[src/hw/rtl/rmca_pkg.sv]
// shared types, codes and constants for the rotation matrix compose/apply block
// no dependencies; imported by every module of the block
`default_nettype none

package rmca_pkg;

   localparam int ELEMS       = 9;
   localparam int MAX_RESULTS = 16;

   // multiplier operand and product widths
   localparam int OPW   = 34;
   localparam int PRODW = 64;

   // item modes
   localparam logic [1:0] MODE_LOAD   = 2'd0;
   localparam logic [1:0] MODE_ROTATE = 2'd1;
   localparam logic [1:0] MODE_POINT  = 2'd2;

   // rotation axes, anything else is z
   localparam logic [1:0] AXIS_X = 2'd0;
   localparam logic [1:0] AXIS_Y = 2'd1;

   // configuration register indexes
   localparam logic CSR_PAIRED = 1'b0;
   localparam logic CSR_COUNT  = 1'b1;

   // quarter sine polynomial coefficients, q30
   localparam logic signed [OPW-1:0] K1 = 34'sd1686629713;
   localparam logic signed [OPW-1:0] K3 = 34'sd693598668;
   localparam logic signed [OPW-1:0] K5 = 34'sd85569306;
   localparam logic signed [OPW-1:0] K7 = 34'sd5026997;
   localparam logic signed [OPW-1:0] K9 = 34'sd172273;

   typedef enum logic [2:0] {
      ST_CLEAR,
      ST_IDLE,
      ST_TRIG,
      ST_ROT,
      ST_APPLY
   } state_type;

   typedef enum logic [2:0] {
      MA_ARG,
      MA_POLY,
      MA_EA,
      MA_EB,
      MA_PX,
      MA_PY,
      MA_PZ
   } mula_type;

   typedef enum logic [2:0] {
      MB_ARG,
      MB_X2,
      MB_COS,
      MB_SIN,
      MB_NSIN,
      MB_RDATA
   } mulb_type;

   typedef enum logic [1:0] {
      ACC_HOLD,
      ACC_LOAD,
      ACC_ADD
   } acc_op_type;

   typedef enum logic [1:0] {
      WS_ZERO,
      WS_REQ,
      WS_MIX
   } wsel_type;

   typedef struct packed {
      logic       capture;
      logic       mem_we;
      wsel_type   wsel;
      mula_type   mul_a;
      mulb_type   mul_b;
      acc_op_type acc_op;
      logic       ea_load;
      logic       eb_load;
      logic       arg_load;
      logic       trig_cos;
      logic       x2_load;
      logic       poly_init;
      logic       poly_step;
      logic [2:0] coef_idx;
      logic       trig_load;
      logic       out_load;
      logic [1:0] out_row;
   } cmd_type;

   typedef struct packed {
      logic       paired;
      logic [4:0] count;
   } cfg_type;

   // constant added after each horner step
   function automatic logic signed [OPW-1:0] poly_coef(input logic [2:0] idx);
      logic signed [OPW-1:0] k;
      case (idx)
         3'd0:    k = -K7;
         3'd1:    k = K5;
         3'd2:    k = -K3;
         3'd3:    k = K1;
         default: k = '0;
      endcase
      return k;
   endfunction

endpackage

`default_nettype wire

[src/hw/rtl/rmca_ctrl.sv]
// controller: item decode, store clearing, trig, rotation and point sequencing
// depends on rmca_pkg; commands rmca_datapath
`default_nettype none

module rmca_ctrl import rmca_pkg::*; #(
   parameter int NUM_MATRICES = 16,
   localparam int DEPTH = NUM_MATRICES * ELEMS,
   localparam int AW    = $clog2(DEPTH),
   localparam int LIMIT = (NUM_MATRICES < MAX_RESULTS) ? NUM_MATRICES : MAX_RESULTS
) (
   input  wire logic          clock,
   input  wire logic          reset,
   input  wire logic          start,
   input  wire logic [1:0]    req_mode,
   input  wire logic [3:0]    req_matrix_index,
   input  wire logic [3:0]    req_elem_index,
   input  wire logic [1:0]    req_axis,
   input  wire cfg_type       cfg,
   output cmd_type            cmd,
   output logic [AW-1:0]      mem_waddr,
   output logic [AW-1:0]      mem_raddr,
   output logic               busy,
   output logic               rsp_valid,
   output logic [3:0]         rsp_used_matrix,
   output logic               rsp_last_result
);

   state_type     state_ff, state_in;
   logic [3:0]    step_ff, step_in;
   logic [1:0]    sub_ff, sub_in;
   logic [3:0]    mat_ff, mat_in;
   logic [3:0]    lastk_ff, lastk_in;
   logic          single_ff, single_in;
   logic [1:0]    axis_ff, axis_in;
   logic [AW-1:0] base_ff, base_in;
   logic [AW-1:0] clr_ff, clr_in;
   logic          rsp_valid_ff, rsp_valid_in;
   logic [3:0]    used_ff, used_in;
   logic          last_ff, last_in;

   logic          mi_ok, is_last;
   logic [AW-1:0] mi_base;
   logic [4:0]    cnt_n;
   logic [3:0]    cnt_last;
   logic [1:0]    pos_i, pos_j;
   logic [3:0]    col_off, row_off;
   logic [AW-1:0] addr_a, addr_b;
   mulb_type      s_op, ns_op;

   assign mi_ok   = 32'(req_matrix_index) < NUM_MATRICES;
   assign mi_base = AW'({req_matrix_index, 3'b000}) + AW'(req_matrix_index);
   assign cnt_n   = (cfg.count == 5'd0) ? 5'd1 : cfg.count;
   assign cnt_last = (32'(cnt_n) > LIMIT) ? 4'(LIMIT - 1) : 4'(cnt_n - 5'd1);

   // element pair touched by the rotation, y uses the negated sine
   always_comb begin
      case (axis_ff)
         AXIS_X:  begin pos_i = 2'd1; pos_j = 2'd2; end
         AXIS_Y:  begin pos_i = 2'd0; pos_j = 2'd2; end
         default: begin pos_i = 2'd0; pos_j = 2'd1; end
      endcase
      s_op  = (axis_ff == AXIS_Y) ? MB_NSIN : MB_SIN;
      ns_op = (axis_ff == AXIS_Y) ? MB_SIN : MB_NSIN;
   end

   assign col_off = 4'({sub_ff, 1'b0}) + 4'(sub_ff);
   assign addr_a  = base_ff + AW'(col_off + 4'(pos_i));
   assign addr_b  = base_ff + AW'(col_off + 4'(pos_j));
   assign row_off = 4'(sub_ff) + ((step_ff == 4'd1) ? 4'd3 : ((step_ff == 4'd2) ? 4'd6 : 4'd0));
   assign is_last = single_ff || (mat_ff == lastk_ff);

   always_ff @(posedge clock) begin
      if (reset) begin
         state_ff     <= ST_CLEAR;
         step_ff      <= '0;
         sub_ff       <= '0;
         clr_ff       <= '0;
         rsp_valid_ff <= 1'b0;
      end else begin
         state_ff     <= state_in;
         step_ff      <= step_in;
         sub_ff       <= sub_in;
         clr_ff       <= clr_in;
         rsp_valid_ff <= rsp_valid_in;
      end
   end

   always_ff @(posedge clock) begin
      mat_ff    <= mat_in;
      lastk_ff  <= lastk_in;
      single_ff <= single_in;
      axis_ff   <= axis_in;
      base_ff   <= base_in;
      used_ff   <= used_in;
      last_ff   <= last_in;
   end

   always_comb begin
      state_in     = state_ff;
      step_in      = step_ff;
      sub_in       = sub_ff;
      mat_in       = mat_ff;
      lastk_in     = lastk_ff;
      single_in    = single_ff;
      axis_in      = axis_ff;
      base_in      = base_ff;
      clr_in       = clr_ff;
      rsp_valid_in = 1'b0;
      used_in      = used_ff;
      last_in      = last_ff;
      cmd          = '0;
      mem_waddr    = clr_ff;
      mem_raddr    = '0;

      case (state_ff)
         ST_CLEAR: begin
            cmd.mem_we = 1'b1;
            cmd.wsel   = WS_ZERO;
            clr_in     = clr_ff + AW'(1);
            if (clr_ff == AW'(DEPTH - 1)) begin
               state_in = ST_IDLE;
            end
         end

         ST_IDLE: begin
            if (start) begin
               step_in = '0;
               sub_in  = '0;
               case (req_mode)
                  MODE_LOAD: begin
                     if (mi_ok && (req_elem_index < 4'(ELEMS))) begin
                        cmd.mem_we = 1'b1;
                        cmd.wsel   = WS_REQ;
                        mem_waddr  = mi_base + AW'(req_elem_index);
                     end
                  end
                  MODE_ROTATE: begin
                     if (mi_ok) begin
                        cmd.capture = 1'b1;
                        base_in     = mi_base;
                        axis_in     = req_axis;
                        state_in    = ST_TRIG;
                     end
                  end
                  MODE_POINT: begin
                     cmd.capture = 1'b1;
                     if (cfg.paired) begin
                        if (mi_ok) begin
                           base_in   = mi_base;
                           mat_in    = req_matrix_index;
                           single_in = 1'b1;
                           state_in  = ST_APPLY;
                        end
                     end else begin
                        base_in   = '0;
                        mat_in    = '0;
                        lastk_in  = cnt_last;
                        single_in = 1'b0;
                        state_in  = ST_APPLY;
                     end
                  end
                  default: ;
               endcase
            end
         end

         ST_TRIG: begin
            // sub 0 sine, sub 1 cosine; horner steps alternate multiply and add
            cmd.trig_cos = sub_ff[0];
            step_in      = step_ff + 4'd1;
            case (step_ff)
               4'd0: cmd.arg_load = 1'b1;
               4'd1: begin
                  cmd.mul_a = MA_ARG;
                  cmd.mul_b = MB_ARG;
               end
               4'd2: begin
                  cmd.x2_load   = 1'b1;
                  cmd.poly_init = 1'b1;
               end
               4'd3, 4'd5, 4'd7, 4'd9: begin
                  cmd.mul_a = MA_POLY;
                  cmd.mul_b = MB_X2;
               end
               4'd4, 4'd6, 4'd8, 4'd10, 4'd12: begin
                  cmd.poly_step = 1'b1;
                  cmd.coef_idx  = 3'(step_ff[3:1] - 3'd2);
               end
               4'd11: begin
                  cmd.mul_a = MA_POLY;
                  cmd.mul_b = MB_ARG;
               end
               4'd13: begin
                  cmd.trig_load = 1'b1;
                  step_in       = '0;
                  if (sub_ff[0]) begin
                     sub_in   = '0;
                     state_in = ST_ROT;
                  end else begin
                     sub_in = 2'd1;
                  end
               end
               default: step_in = '0;
            endcase
         end

         ST_ROT: begin
            // one column per pass, sub is the column
            step_in = step_ff + 4'd1;
            case (step_ff)
               4'd0: mem_raddr = addr_a;
               4'd1: begin
                  mem_raddr   = addr_b;
                  cmd.ea_load = 1'b1;
               end
               4'd2: cmd.eb_load = 1'b1;
               4'd3: begin
                  cmd.mul_a = MA_EA;
                  cmd.mul_b = MB_COS;
               end
               4'd4: begin
                  cmd.acc_op = ACC_LOAD;
                  cmd.mul_a  = MA_EB;
                  cmd.mul_b  = s_op;
               end
               4'd5: cmd.acc_op = ACC_ADD;
               4'd6: begin
                  cmd.mem_we = 1'b1;
                  cmd.wsel   = WS_MIX;
                  mem_waddr  = addr_a;
                  cmd.mul_a  = MA_EA;
                  cmd.mul_b  = ns_op;
               end
               4'd7: begin
                  cmd.acc_op = ACC_LOAD;
                  cmd.mul_a  = MA_EB;
                  cmd.mul_b  = MB_COS;
               end
               4'd8: cmd.acc_op = ACC_ADD;
               4'd9: begin
                  cmd.mem_we = 1'b1;
                  cmd.wsel   = WS_MIX;
                  mem_waddr  = addr_b;
                  step_in    = '0;
                  if (sub_ff == 2'd2) begin
                     sub_in   = '0;
                     state_in = ST_IDLE;
                  end else begin
                     sub_in = sub_ff + 2'd1;
                  end
               end
               default: step_in = '0;
            endcase
         end

         ST_APPLY: begin
            // one output row per pass, sub is the row
            mem_raddr = base_ff + AW'(row_off);
            step_in   = step_ff + 4'd1;
            case (step_ff)
               4'd0: ;
               4'd1: begin
                  cmd.mul_a = MA_PX;
                  cmd.mul_b = MB_RDATA;
               end
               4'd2: begin
                  cmd.mul_a  = MA_PY;
                  cmd.mul_b  = MB_RDATA;
                  cmd.acc_op = ACC_LOAD;
               end
               4'd3: begin
                  cmd.mul_a  = MA_PZ;
                  cmd.mul_b  = MB_RDATA;
                  cmd.acc_op = ACC_ADD;
               end
               4'd4: cmd.acc_op = ACC_ADD;
               4'd5: begin
                  cmd.out_load = 1'b1;
                  cmd.out_row  = sub_ff;
                  step_in      = '0;
                  if (sub_ff == 2'd2) begin
                     sub_in       = '0;
                     rsp_valid_in = 1'b1;
                     used_in      = mat_ff;
                     last_in      = is_last;
                     if (is_last) begin
                        state_in = ST_IDLE;
                     end else begin
                        mat_in  = mat_ff + 4'd1;
                        base_in = base_ff + AW'(ELEMS);
                     end
                  end else begin
                     sub_in = sub_ff + 2'd1;
                  end
               end
               default: step_in = '0;
            endcase
         end

         default: state_in = ST_IDLE;
      endcase
   end

   assign busy            = (state_ff != ST_IDLE);
   assign rsp_valid       = rsp_valid_ff;
   assign rsp_used_matrix = used_ff;
   assign rsp_last_result = last_ff;

endmodule

`default_nettype wire

[config.mk]
export PLATFORM = sky130hd
export DESIGN_NAME = rmca_ctrl
export DESIGN_NICKNAME = d
export VERILOG_FILES = /design/src/hw/rtl/rmca_pkg.sv /design/src/hw/rtl/rmca_ctrl.sv
export SDC_FILE = /design/constraint.sdc
export NUM_CORES = 1
export LEC_CHECK = 0
export ABC_AREA = 0
export BUFFER_PORTS_ARGS = -buffer_cell sky130_fd_sc_hd__buf_4
export CAP_MARGIN = 20
export CELL_PAD_IN_SITES_DETAIL_PLACEMENT = 0
export CELL_PAD_IN_SITES_GLOBAL_PLACEMENT = 2
export CORE_ASPECT_RATIO = 0.6
export CORE_UTILIZATION = 37
export CTS_CLUSTER_DIAMETER = 30
export CTS_CLUSTER_SIZE = 25
export DETAILED_ROUTE_END_ITERATION = 10
export PLACE_DENSITY_LB_ADDON = 0.1
export SYNTH_ARGS = -nofsm -noshare
export SYNTH_HDL_FRONTEND = slang
export SYNTH_SLANG_ARGS = --single-unit
[constraint.sdc]
create_clock -name clock -period 5.7 [get_ports clock]
set_clock_uncertainty 0.2 [all_clocks]
set_input_delay 1.14 -clock clock [delete_from_list [all_inputs] [get_ports clock]]
set_output_delay 1.14 -clock clock [all_outputs]
set_load 0.005 [all_outputs]
Yosys cells after proc, flatten, opt, wreduce, memory -nomap -nowiden
Cells that the tools add are included.
{ "op_classes": {"add_sub_neg": 16, "magnitude_cmp": 2, "eq_ne": 36, "n_mux": 77, "n_bitwise": 3, "n_reduce_logical": 29} }
{ "ops": {"columns": ["op", "count"], "rows": [
  ["one-hot mux 8 bit (2 select lines)", 6],
  ["two-way mux 8 bit", 8],
  ["two-way mux 3 bit", 18],
  ["two-way mux 4 bit", 12],
  ["one-hot mux 6 bit (3 select lines)", 2],
  ["equality test 4 bit (second input constant)", 6],
  ["one-hot mux 5 bit (4 select lines)", 1],
  ["adder 8 x 4 -> 8 bit", 2],
  ["adder 8 x 5 -> 8 bit", 2],
  ["equality test 4 x 3 -> 1 bit (second input constant)", 4],
  ["two-way mux 2 bit", 8],
  ["one-hot mux 4 bit (2 select lines)", 2],
  ["one-hot mux 4 bit (4 select lines)", 1],
  ["one-hot mux 3 bit (5 select lines)", 1],
  ["!= test 2 bit (second input constant)", 7],
  ["OR reduction 13 bit", 1],
  ["one-hot mux 2 bit (2 select lines)", 3],
  ["AND reduction 6 bit", 2],
  ["OR reduction 2 bit", 6],
  ["adder 4 x 2 -> 5 bit", 2],
  ["two-way mux 1 bit", 10],
  ["AND reduction 10 bit", 1],
  ["OR reduction 5 bit", 2],
  ["two-way mux 9 bit", 1],
  ["41 further kinds", 55]
]} }
{ "word_totals": {"register_bits": 42, "wordCells": 175} }

Longest topological paths before layout
Gate-level depths: netlist of the first run.
{ "logic_depth": {"word_depth": 7, "depth_mapped": 14, "depth_no_buf": 13} }

Worst setup path before layout of the first run
Ideal clock, no wire load.
{ "synth_timing": {"path_type": "register to output", "from": "register sub_ff[0]", "to": "output mem_waddr[7]", "arrival_time_ps": 3019, "path_slack_ps": 1341, "path_stages_with_launch": 12, "n_path_buf": 0, "cell_sequence": "dfxtp_1 -> inv_1 -> ha_1 -> fa_1 -> ha_1 -> fa_1 -> a211oi_1 -> nor3_1 -> xor2_1 -> a22oi_1 -> a21oi_1 -> a211o_1"} }
{ "synth_between": {"elab_chain_cells": 5} }
{ "synth_lines": {"columns": ["item", "line", "text"], "rows": [
  ["start: declaration", "rmca_ctrl.sv:30", "logic [1:0] sub_ff, sub_in;"],
  ["start signal: assignment", "rmca_ctrl.sv:82", "sub_ff <= sub_in;"],
  ["adder 3 x 2 -> 4 bit *", "rmca_ctrl.sv:66", "assign col_off = 4'({sub_ff, 1'b0}) + 4'(sub_ff);"],
  ["adder 4 x 2 -> 5 bit, on equally long branches", "rmca_ctrl.sv:68, rmca_ctrl.sv:67", null],
  ["adder 8 x 5 -> 8 bit, on equally long branches", "rmca_ctrl.sv:68, rmca_ctrl.sv:67", null],
  ["one-hot mux 8 bit (2 select lines) *", "rmca_ctrl.sv:210", "case (step_ff)"],
  ["one-hot mux 8 bit (2 select lines) *", "rmca_ctrl.sv:115", "case (state_ff)"],
  ["end: declaration", "rmca_ctrl.sv:20", "output logic [AW-1:0] mem_waddr,"]
]} }
Every way passes the cells marked *; elsewhere a longest branch is shown, timed or not.

Final worst setup path of the first run
{ "layout_timing": {"from": "register sub_ff[0]", "to": "output mem_waddr[5]"} }
The elaborated chain is that of the path after synthesis.

==> reports/metrics.csv, run 1 <==
metric,value,unit
fp-row-count,29,
dp_slack,0.832,ns
synth_cell_type_count,62,
viasPerCell,5.67,
cts_hold_buf,0,
ant_nets,0,
fin_crit_sh,92.0,%
num_vias,3873,
rsz0062_at_grt,false,
drv_slew,0,
hpwl,10200,um
drt_iter0_markers,306,
drt_pre_antenna_iters,5,
worstMarginPinSlew,0.850,ns
start_kind,flop,
ys_seq_elements,42,
critPathMaxFanout,9,
start_util,38.3,%
wl_per_cell,18.7,um
worstPathRequired,4.36,ns
drive_above_1_share,16.5,%
status,"complete, no violations",
die_y,83.4,um
fmax,191,MHz
fin_setup_tns,0,ns
grt.total_usage,22.6,%
worstPathCellList,"inv_1, ha_1, fa_1, ha_1, fa_1, a21o_1, a21oi_1, o22ai_1, o21ai_0, o221ai_1, buf_4",
maxCapViolCount,0,
wirelength,12800,um
gr-total-overflow,0,
core_area,0.0107,mm2
nFillCells,1092,
clock-sinks,42,
synthFlopType,edfxtp_1,
period_minus_slack,5.25,ns
setup_viol,0,
antenna_found_initial,0,
async_flop_share,0,%
layout_commonest_cell,buf_4,
port_buffers,69,
syn-num-nets,559,
clk_latency,0.28,ns
cts.path.max_buffers,2,
ir_drop,0.104,mV
hold_slack,0.332,ns
reg2reg_slack,2.84,ns
nets,611,
final_area,0.00482,mm2
syn_to_final_growth,17.8,%
first_global_vias,3534,
die_w,138,um
grt_pass1_wl,19700,um
post_cts_resized,0,
cts_root_buffer,clkbuf_16,
grt_max_degree,22,
io_pins,70,
fin_ws,0.454,ns
cts_tree,yes,
leakage,2.06,nW
cts_setup_buffers,0,
critPathArrivalTime,3.91,ns
worstSetupPathType,reg2out,
clk_pin_slew,0.06,ns
synth_area_per_cell,8.33,um2
synthCells,491,
synth-edff-count,24,
critPathSlowestCell,dfxtp_1,
routabilityCongestion,0.873,
htreeDepth,2,
finalHoldViolCount,0,
fin_cells,683,
layout_common_cells,"71 x buf_4, 48 x nor2_1, 45 x nand2_1",
slowest_delay,0.57,ns
yosysSeqAreaShare,26.4,%
power_per_cell_area,175,mW/mm2
route.detailed.drc,0,
dpl_cell_area,0.00468,mm2
antenna_cells,0,
hp-class,reg2reg,
ys_warn_count,0,
relSlewSlack,43.3,%
die_area,0.0115,mm2
dp.cells,675,
numCtsBuffers,5,
endpoint_kind,output pin,
synth_area,0.00409,mm2
==> power breakdown <==
part           switching, mW  internal, mW  total [mW]
registers             0.0253         0.336       0.361
clock network          0.117         0.160       0.277
logic                  0.115        0.0900       0.205
==> through the flow <==
step / total power [mW] / util (%)
2_1_floorplan: 0.495 / -
3_3_place_gp: 0.566 / 43.8
3_5_place_dp: 0.569 / 43.8
4_1_cts: 0.844 / 45.2
5_1_grt: 0.885 / 45.2
6_report: 0.843 / 45.2
==> state kept, by name, indices dropped and copies added, names as in the netlist <==
name and count:
axis_ff 2, clr_ff 8, step_ff 4, rsp_used_matrix 4
sub_ff 2, base_ff 8, lastk_ff 4, rsp_last_result 1
single_ff 1, mat_ff 4, rsp_valid 1, state_ff 3
==> path summary, 6_finish.rpt <==
check,cells past startpoint,startpoint,endpoint
worst max-delay path,11,sub_ff[0],mem_waddr[5]
worst min register to register,2,step_ff[1],step_ff[1]
worst min-delay path,2,step_ff[1],step_ff[1]
worst max register to register,4,state_ff[0],base_ff[7]
==> Yosys cell counts, types with 4 or more instances <==
cell,n,area share [%]
nand2b_1,9,1.4
o22a_1,4,0.86
and2_1,7,1.1
dfxtp_1,18,8.8
o21ai_0,34,4.2
nand2_1,45,4.1
nor3_1,10,1.2
edfxtp_1,24,18
ha_1,37,11
a22o_1,6,1.3
o22ai_1,7,1.1
o211ai_1,5,0.92
nand3_1,18,2.2
xor2_1,17,3.6
nor2b_1,5,0.77
nor2_1,48,4.4
buf_2,9,1.1
o221ai_1,4,0.86
mux2i_1,5,1.2
clkbuf_1,11,1.0
a21o_1,5,0.92
a22oi_1,11,2.0
xnor2_1,18,3.9
a21oi_1,26,3.2
and3_1,6,0.92
a211oi_1,8,1.5
fa_1,10,4.9
inv_1,25,2.3
o21ai_1,5,0.61
o31ai_1,4,0.73
==> critical path: cells and delay by family, from the launching register on <==
| family | cells | cell delay (ns) |
|---|---|---|
| compound gates | 5 | 1.15 |
| fa+ha+maj | 4 | 1.53 |
| buf+inv | 2 | 0.37 |
| flops | 1 | 0.57 |
==> cells by family after synthesis <==
| group | synth area share [%] |
|---|---|
| and+or+nand+nor | 19.1 |
| AOI/OAI and AO/OA | 23.4 |
| buffers and inverters | 5.30 |
| adders and majority gates | 16.2 |
| DFF | 26.4 |
| xor gates and xnor gates | 7.50 |
| muxes | 2.05 |
==> layer usage <==
layer | part of all wire [%] | up-vias | routed length [um] | global-route usage, %
li1 | - | 1875 | - | -
met1 | 53 | 1852 | 6820 | 37.7
met2 | 39 | 141 | 5040 | 30.7
met3 | 6.9 | 5 | 881 | 2.63
met4 | 0.37 | 0 | 47 | 2.96
met5 | 0 | - | 0 | 0
==> final cells by class <==
class                   count  area (um2)  share of cell area (%)
clock inverters             3        16.3                   0.338
inverters                  26        97.6                    2.03
well taps                 139         174                    3.61
flip-flops and latches     42        1080                    22.4
clock buffers               5         125                    2.60
multi-input cells         397        2790                    57.9
repair buffers             71         533                    11.1
Note: power is estimated with default switching activity, not from simulation.
==> inputs of run 2 (changes only) <==
Settings changed: RECOVER_POWER set to 50.
==> reports/metrics.csv, run 2 (same netlist as run 1, synthesis figures left out) <==
metric,value,unit,change
clk_latency,0.28,ns,about the same
clock-sinks,42,,unchanged
route.detailed.drc,0,,unchanged
critPathSlowestCell,dfxtp_1,,unchanged
fp-row-count,29,,unchanged
cts_setup_buffers,0,,unchanged
io_pins,70,,unchanged
finalHoldViolCount,0,,unchanged
cp-startpoint,sub_ff[0],,unchanged
setup_viol,0,,unchanged
grt_pass1_wl,19700,um,unchanged
drv_slew,0,,unchanged
period_minus_slack,5.26,ns,was 5.25 ns
grt.total_usage,22.6,%,unchanged
die_area,0.0115,mm2,unchanged
viasPerCell,5.69,,was 5.67
port_buffers,69,,unchanged
first_global_vias,3534,,unchanged
wl_per_cell,18.7,um,about the same
start_util,38.3,%,unchanged
cts_tree,yes,,unchanged
worstSetupPathType,reg2out,,unchanged
slowest_delay,0.57,ns,about the same
dp_slack,0.832,ns,unchanged
fin_ws,0.442,ns,was 0.454 ns
worstMarginPinSlew,1.11,ns,was 0.850 ns
syn_to_final_growth,17.0,%,was 17.8%
whs_path_depth,2,,unchanged
layout_commonest_cell,buf_4,,unchanged
relSlewSlack,25.9,%,was 43.3%
status,"complete, no violations",,unchanged
endpoint_kind,output pin,,unchanged
gr-total-overflow,0,,unchanged
top_regs,"base_ff: 8 flops, clr_ff: 8 flops",,unchanged
core_area,0.0107,mm2,unchanged
drive_above_1_share,15.3,%,was 16.5%
critPathMaxFanout,9,,unchanged
reg2reg_slack,2.68,ns,was 2.84 ns
fmax,190,MHz,was 191 MHz
routabilityCongestion,0.873,,unchanged
timing.rr.start,state_ff[0],,unchanged
drt_iter0_markers,327,,was 306
htreeDepth,2,,unchanged
hpwl,10200,um,unchanged
hp-start,step_ff[1],,unchanged
numCtsBuffers,5,,unchanged
hp-class,reg2reg,,unchanged
rsz0062_at_grt,false,,unchanged
hold_end,step_ff[1],,unchanged
die_w,138,um,unchanged
maxCapViolCount,0,,unchanged
fin_setup_tns,0,ns,unchanged
critPathArrivalTime,3.92,ns,was 3.91 ns
post_cts_resized,0,,unchanged
cts.path.max_buffers,2,,unchanged
cts_hold_buf,0,,unchanged
num_vias,3883,,was 3873
die_y,83.4,um,unchanged
power_per_cell_area,176,mW/mm2,was 175 mW/mm2
ir_drop,0.104,mV,about the same
antenna_found_initial,0,,unchanged
antenna_cells,0,,unchanged
start_kind,flop,,unchanged
drt_pre_antenna_iters,8,,was 5
cts_root_buffer,clkbuf_16,,unchanged
total_power,840,uW,was 843 uW
leakage,2.04,nW,was 2.06 nW
worstPathCellList,"inv_1, ha_1, fa_1, ha_1, fa_1, a21o_1, a21oi_1, o22ai_1, o21ai_0, o221ai_1, buf_4",,unchanged
clk_pin_slew,0.06,ns,about the same
wirelength,12800,um,about the same
rr_endpoint,base_ff[7],,unchanged
layout_common_cells,"59 x buf_4, 50 x nor2_1, 45 x nand2_1",,"was 71 x buf_4, 48 x nor2_1, 45 x nand2_1"
nets,611,,unchanged
rr_worst_depth,4,,unchanged
ant_nets,0,,unchanged
grt_max_degree,22,,unchanged
fin_crit_sh,92.2,%,was 92.0%
worstPathRequired,4.36,ns,about the same
run 2: report_power, final:
part,leakage [nW],switching (mW),internal [mW],total [mW]
Sequential,0.362,0.0254,0.336,0.361
Combinational,1.61,0.114,0.0879,0.201
Clock,0.0672,0.117,0.160,0.277
run 2: critical path: cells and delay by family, from the launching register on:
kind            cells  cell delay [ns]
fa+ha+maj           4             1.54
buf+inv             2             0.38
flops               1             0.57
compound gates      5             1.14
run 2: worst max-delay path by stage:
stage | depth (start not counted) | slack (ns) | to
2_1_floorplan | 11 | 1.34 | mem_waddr[7]
3_3_place_gp | 12 | 0.99 | mem_waddr[7]
3_5_place_dp | 11 | 0.83 | mem_waddr[5]
4_1_cts | 11 | 0.53 | mem_waddr[5]
5_1_grt | 11 | 0.31 | mem_waddr[5]
6_report | 11 | 0.44 | mem_waddr[5]
run 2: final cells by class:
class                           count  area, um2
Fill cell                        1102       5880
Multi-Input combinational cell    397       2770
Sequential cell                    42       1080
Timing Repair Buffer               71        522
Tap cell                          139        174
Clock buffer                        5        125
Inverter                           26       97.6
Clock inverter                      3       16.3
run 2: stage by stage:
stage | cell area, um2 | std cells | utilization (%) | hold slack (ns)
finish | 4780 | 683 | 44.8 | 0.331
global route | 4780 | 683 | 44.8 | 0.359
CTS | 4820 | 683 | 45.2 | 0.334
detailed placement | 4680 | 675 | 43.8 | 0.323
global placement | 4680 | 675 | 43.8 | 0.325
floorplan | 4090 | 491 | - | 0.291
run 2: metal layers:
metal  vias to the layer above  share of wire [%]  track usage [%]
met5                         -                  0                0
met4                         0               0.54             2.96
met3                         7                6.7             2.63
met2                       140                 40             30.7
met1                      1854                 53             37.7
li1                       1882                  -                -
==> inputs of run 3 (changes only) <==
Settings changed: CORE_UTILIZATION 37 to 34.
Clock period 5.7 ns to 4.9 ns, I/O delays scaled along.
==> reports/metrics.csv, run 3 (same netlist as run 1, synthesis figures left out) <==
metric,value,unit,change
status,"complete, no violations",,unchanged
layout_common_cells,"64 x buf_4, 50 x nor2_1, 45 x nand2_1",,"was 59 x buf_4, 50 x nor2_1, 45 x nand2_1"
cts.path.max_buffers,2,,unchanged
critPathSlowestCell,fa_1,,was dfxtp_1
nFillCells,1236,,was 1102
ant_nets,0,,unchanged
cts_tree,yes,,unchanged
grt.total_usage,21.5,%,was 22.6%
num_vias,3927,,was 3883
setup_viol,0,,unchanged
start_util,35.6,%,was 38.3%
fin_ws,0.231,ns,was 0.442 ns
dpl_cell_area,0.00474,mm2,was 0.00468 mm2
power_per_cell_area,205,mW/mm2,was 176 mW/mm2
die_w,144,um,was 138 um
start_kind,flop,,unchanged
first_global_vias,3525,,was 3534
fin_crit_sh,95.3,%,
rr_endpoint,base_ff[4],,was base_ff[7]
io_pins,70,,unchanged
top_usage_layer,met1,,unchanged
whs_path_depth,2,,unchanged
clk_pin_slew,0.06,ns,about the same
endpoint_kind,output pin,,unchanged
grt_max_degree,22,,unchanged
antenna_cells,0,,unchanged
routabilityCongestion,0.823,,was 0.873
hp-class,reg2reg,,unchanged
syn_to_final_growth,18.7,%,was 17.0%
clock-sinks,42,,unchanged
ir_drop,0.133,mV,was 0.104 mV
worstPathCellList,"inv_1, ha_1, fa_1, ha_1, fa_1, a21o_1, a21oi_1, o22ai_1, o21ai_0, o221ai_1, buf_4",,unchanged
nets,616,,was 611
grt_pass1_wl,20000,um,was 19700 um
final_area,0.00485,mm2,was 0.00478 mm2
hpwl,10600,um,was 10200 um
drv_slew,0,,unchanged
worstMarginPinSlew,0.849,ns,was 1.11 ns
antenna_found_initial,0,,unchanged
grtUsageMet3,3.13,%,was 2.63%
rr_worst_depth,5,,was 4
cts_hold_buf,0,,unchanged
wl_per_cell,18.5,um,was 18.7 um
critPathArrivalTime,3.49,ns,was 3.92 ns
numCtsBuffers,5,,unchanged
relSlewSlack,43.4,%,was 25.9%
finalHoldViolCount,0,,unchanged
layout_commonest_cell,buf_4,,unchanged
fin_setup_tns,0,ns,unchanged
multiInputGateArea,0.00277,mm2,unchanged
core_area,0.0115,mm2,was 0.0107 mm2
htreeDepth,2,,unchanged
wirelength,13100,um,was 12800 um
die_y,86.9,um,was 83.4 um
dp.cells,701,,was 675
period_minus_slack,4.67,ns,
port_buffers,69,,unchanged
leakage,2.06,nW,was 2.04 nW
reg2reg_slack,1.76,ns,was 2.68 ns
dp_slack,0.476,ns,was 0.832 ns
cts_root_buffer,clkbuf_16,,unchanged
fp-row-count,30,,was 29
clk_latency,0.29,ns,was 0.28 ns
gr-total-overflow,0,,unchanged
grt_use_met2,28.4,%,was 30.7%
fin_cells,709,,was 683
rsz0062_at_grt,false,,unchanged
viasPerCell,5.54,,was 5.69
maxCapViolCount,0,,unchanged
slowest_delay,0.45,ns,was 0.57 ns
hold_end,sub_ff[1],,was step_ff[1]
timing.rr.start,state_ff[0],,unchanged
critPathMaxFanout,6,,was 9
worstPathRequired,3.72,ns,was 4.36 ns
top_regs,"base_ff: 8 flops, clr_ff: 8 flops",,unchanged
route.detailed.drc,0,,unchanged
fmax,214,MHz,
drive_above_1_share,16.2,%,was 15.3%
die_area,0.0125,mm2,was 0.0115 mm2
drt_iter0_markers,271,,was 327
worstSetupPathType,reg2out,,unchanged
drt_pre_antenna_iters,5,,was 8
use_met1,35.5,%,was 37.7%
hp-start,sub_ff[1],,was step_ff[1]
regArea,0.00108,mm2,about the same
## run 3: cell count changes in the layout (fill, tap and decap cells not counted), sizes merged
cell	change
inv	+1
buf	+5
clkinv	-1
## run 3: worst max path at each step
stage | from | end | slack (ns) | depth (start not counted)
after floorplan | sub_ff[0] | mem_waddr[7] | 0.70 | 11
after CTS | sub_ff[1] | mem_waddr[7] | 0.14 | 12
final | sub_ff[1] | mem_waddr[5] | 0.23 | 11
after global routing | step_ff[2] | mem_raddr[7] | 0.03 | 14
after global placement | sub_ff[1] | mem_waddr[7] | 0.52 | 12
after detailed placement | sub_ff[1] | mem_waddr[5] | 0.48 | 11
## run 3: worst max-delay path: cells and delay by family, from the launching register on
family                   cells  cell delay, ns
AO/OA/AOI/OAI                5            1.07
adder cells (fa/ha/maj)      4            1.48
buffers and inverters        2            0.26
flip-flops                   1            0.40
## run 3: repair_timing
item                                    CTS  global route
endpoints found under the setup margin    0             1
buffers inserted                          0             0
gates resized for setup                   0             1
## run 3: layout make-up
class / count / share of cell area, %
Multi-Input combinational cell: 397 / 57.0
Sequential cell: 42 / 22.3
Timing Repair Buffer: 76 / 11.4
Tap cell: 160 / 4.12
Clock buffer: 5 / 2.58
Inverter: 26 / 2.01
Clock inverter: 3 / 0.516
## run 3: per-stage QoR
step	total power, mW	hold slack, ns	utilization (%)
after CTS	1.01	0.336	42.6
after global routing	1.05	0.356	42.3
after detailed placement	0.664	0.328	41.3
after global placement	0.661	0.317	41.3
final	0.997	0.330	42.3
after floorplan	0.576	0.291	-
## run 3: power breakdown
group	switching [mW]	internal, mW	total (mW)
logic	0.134	0.103	0.237
registers	0.0286	0.390	0.419
clock network	0.150	0.192	0.341
total	0.312	0.685	0.997
## run 3: layer usage
metal,vias up,wire length (um)
met4,0,87
li1,1899,-
met2,134,5010
met3,7,876
met1,1887,7160
met5,-,0
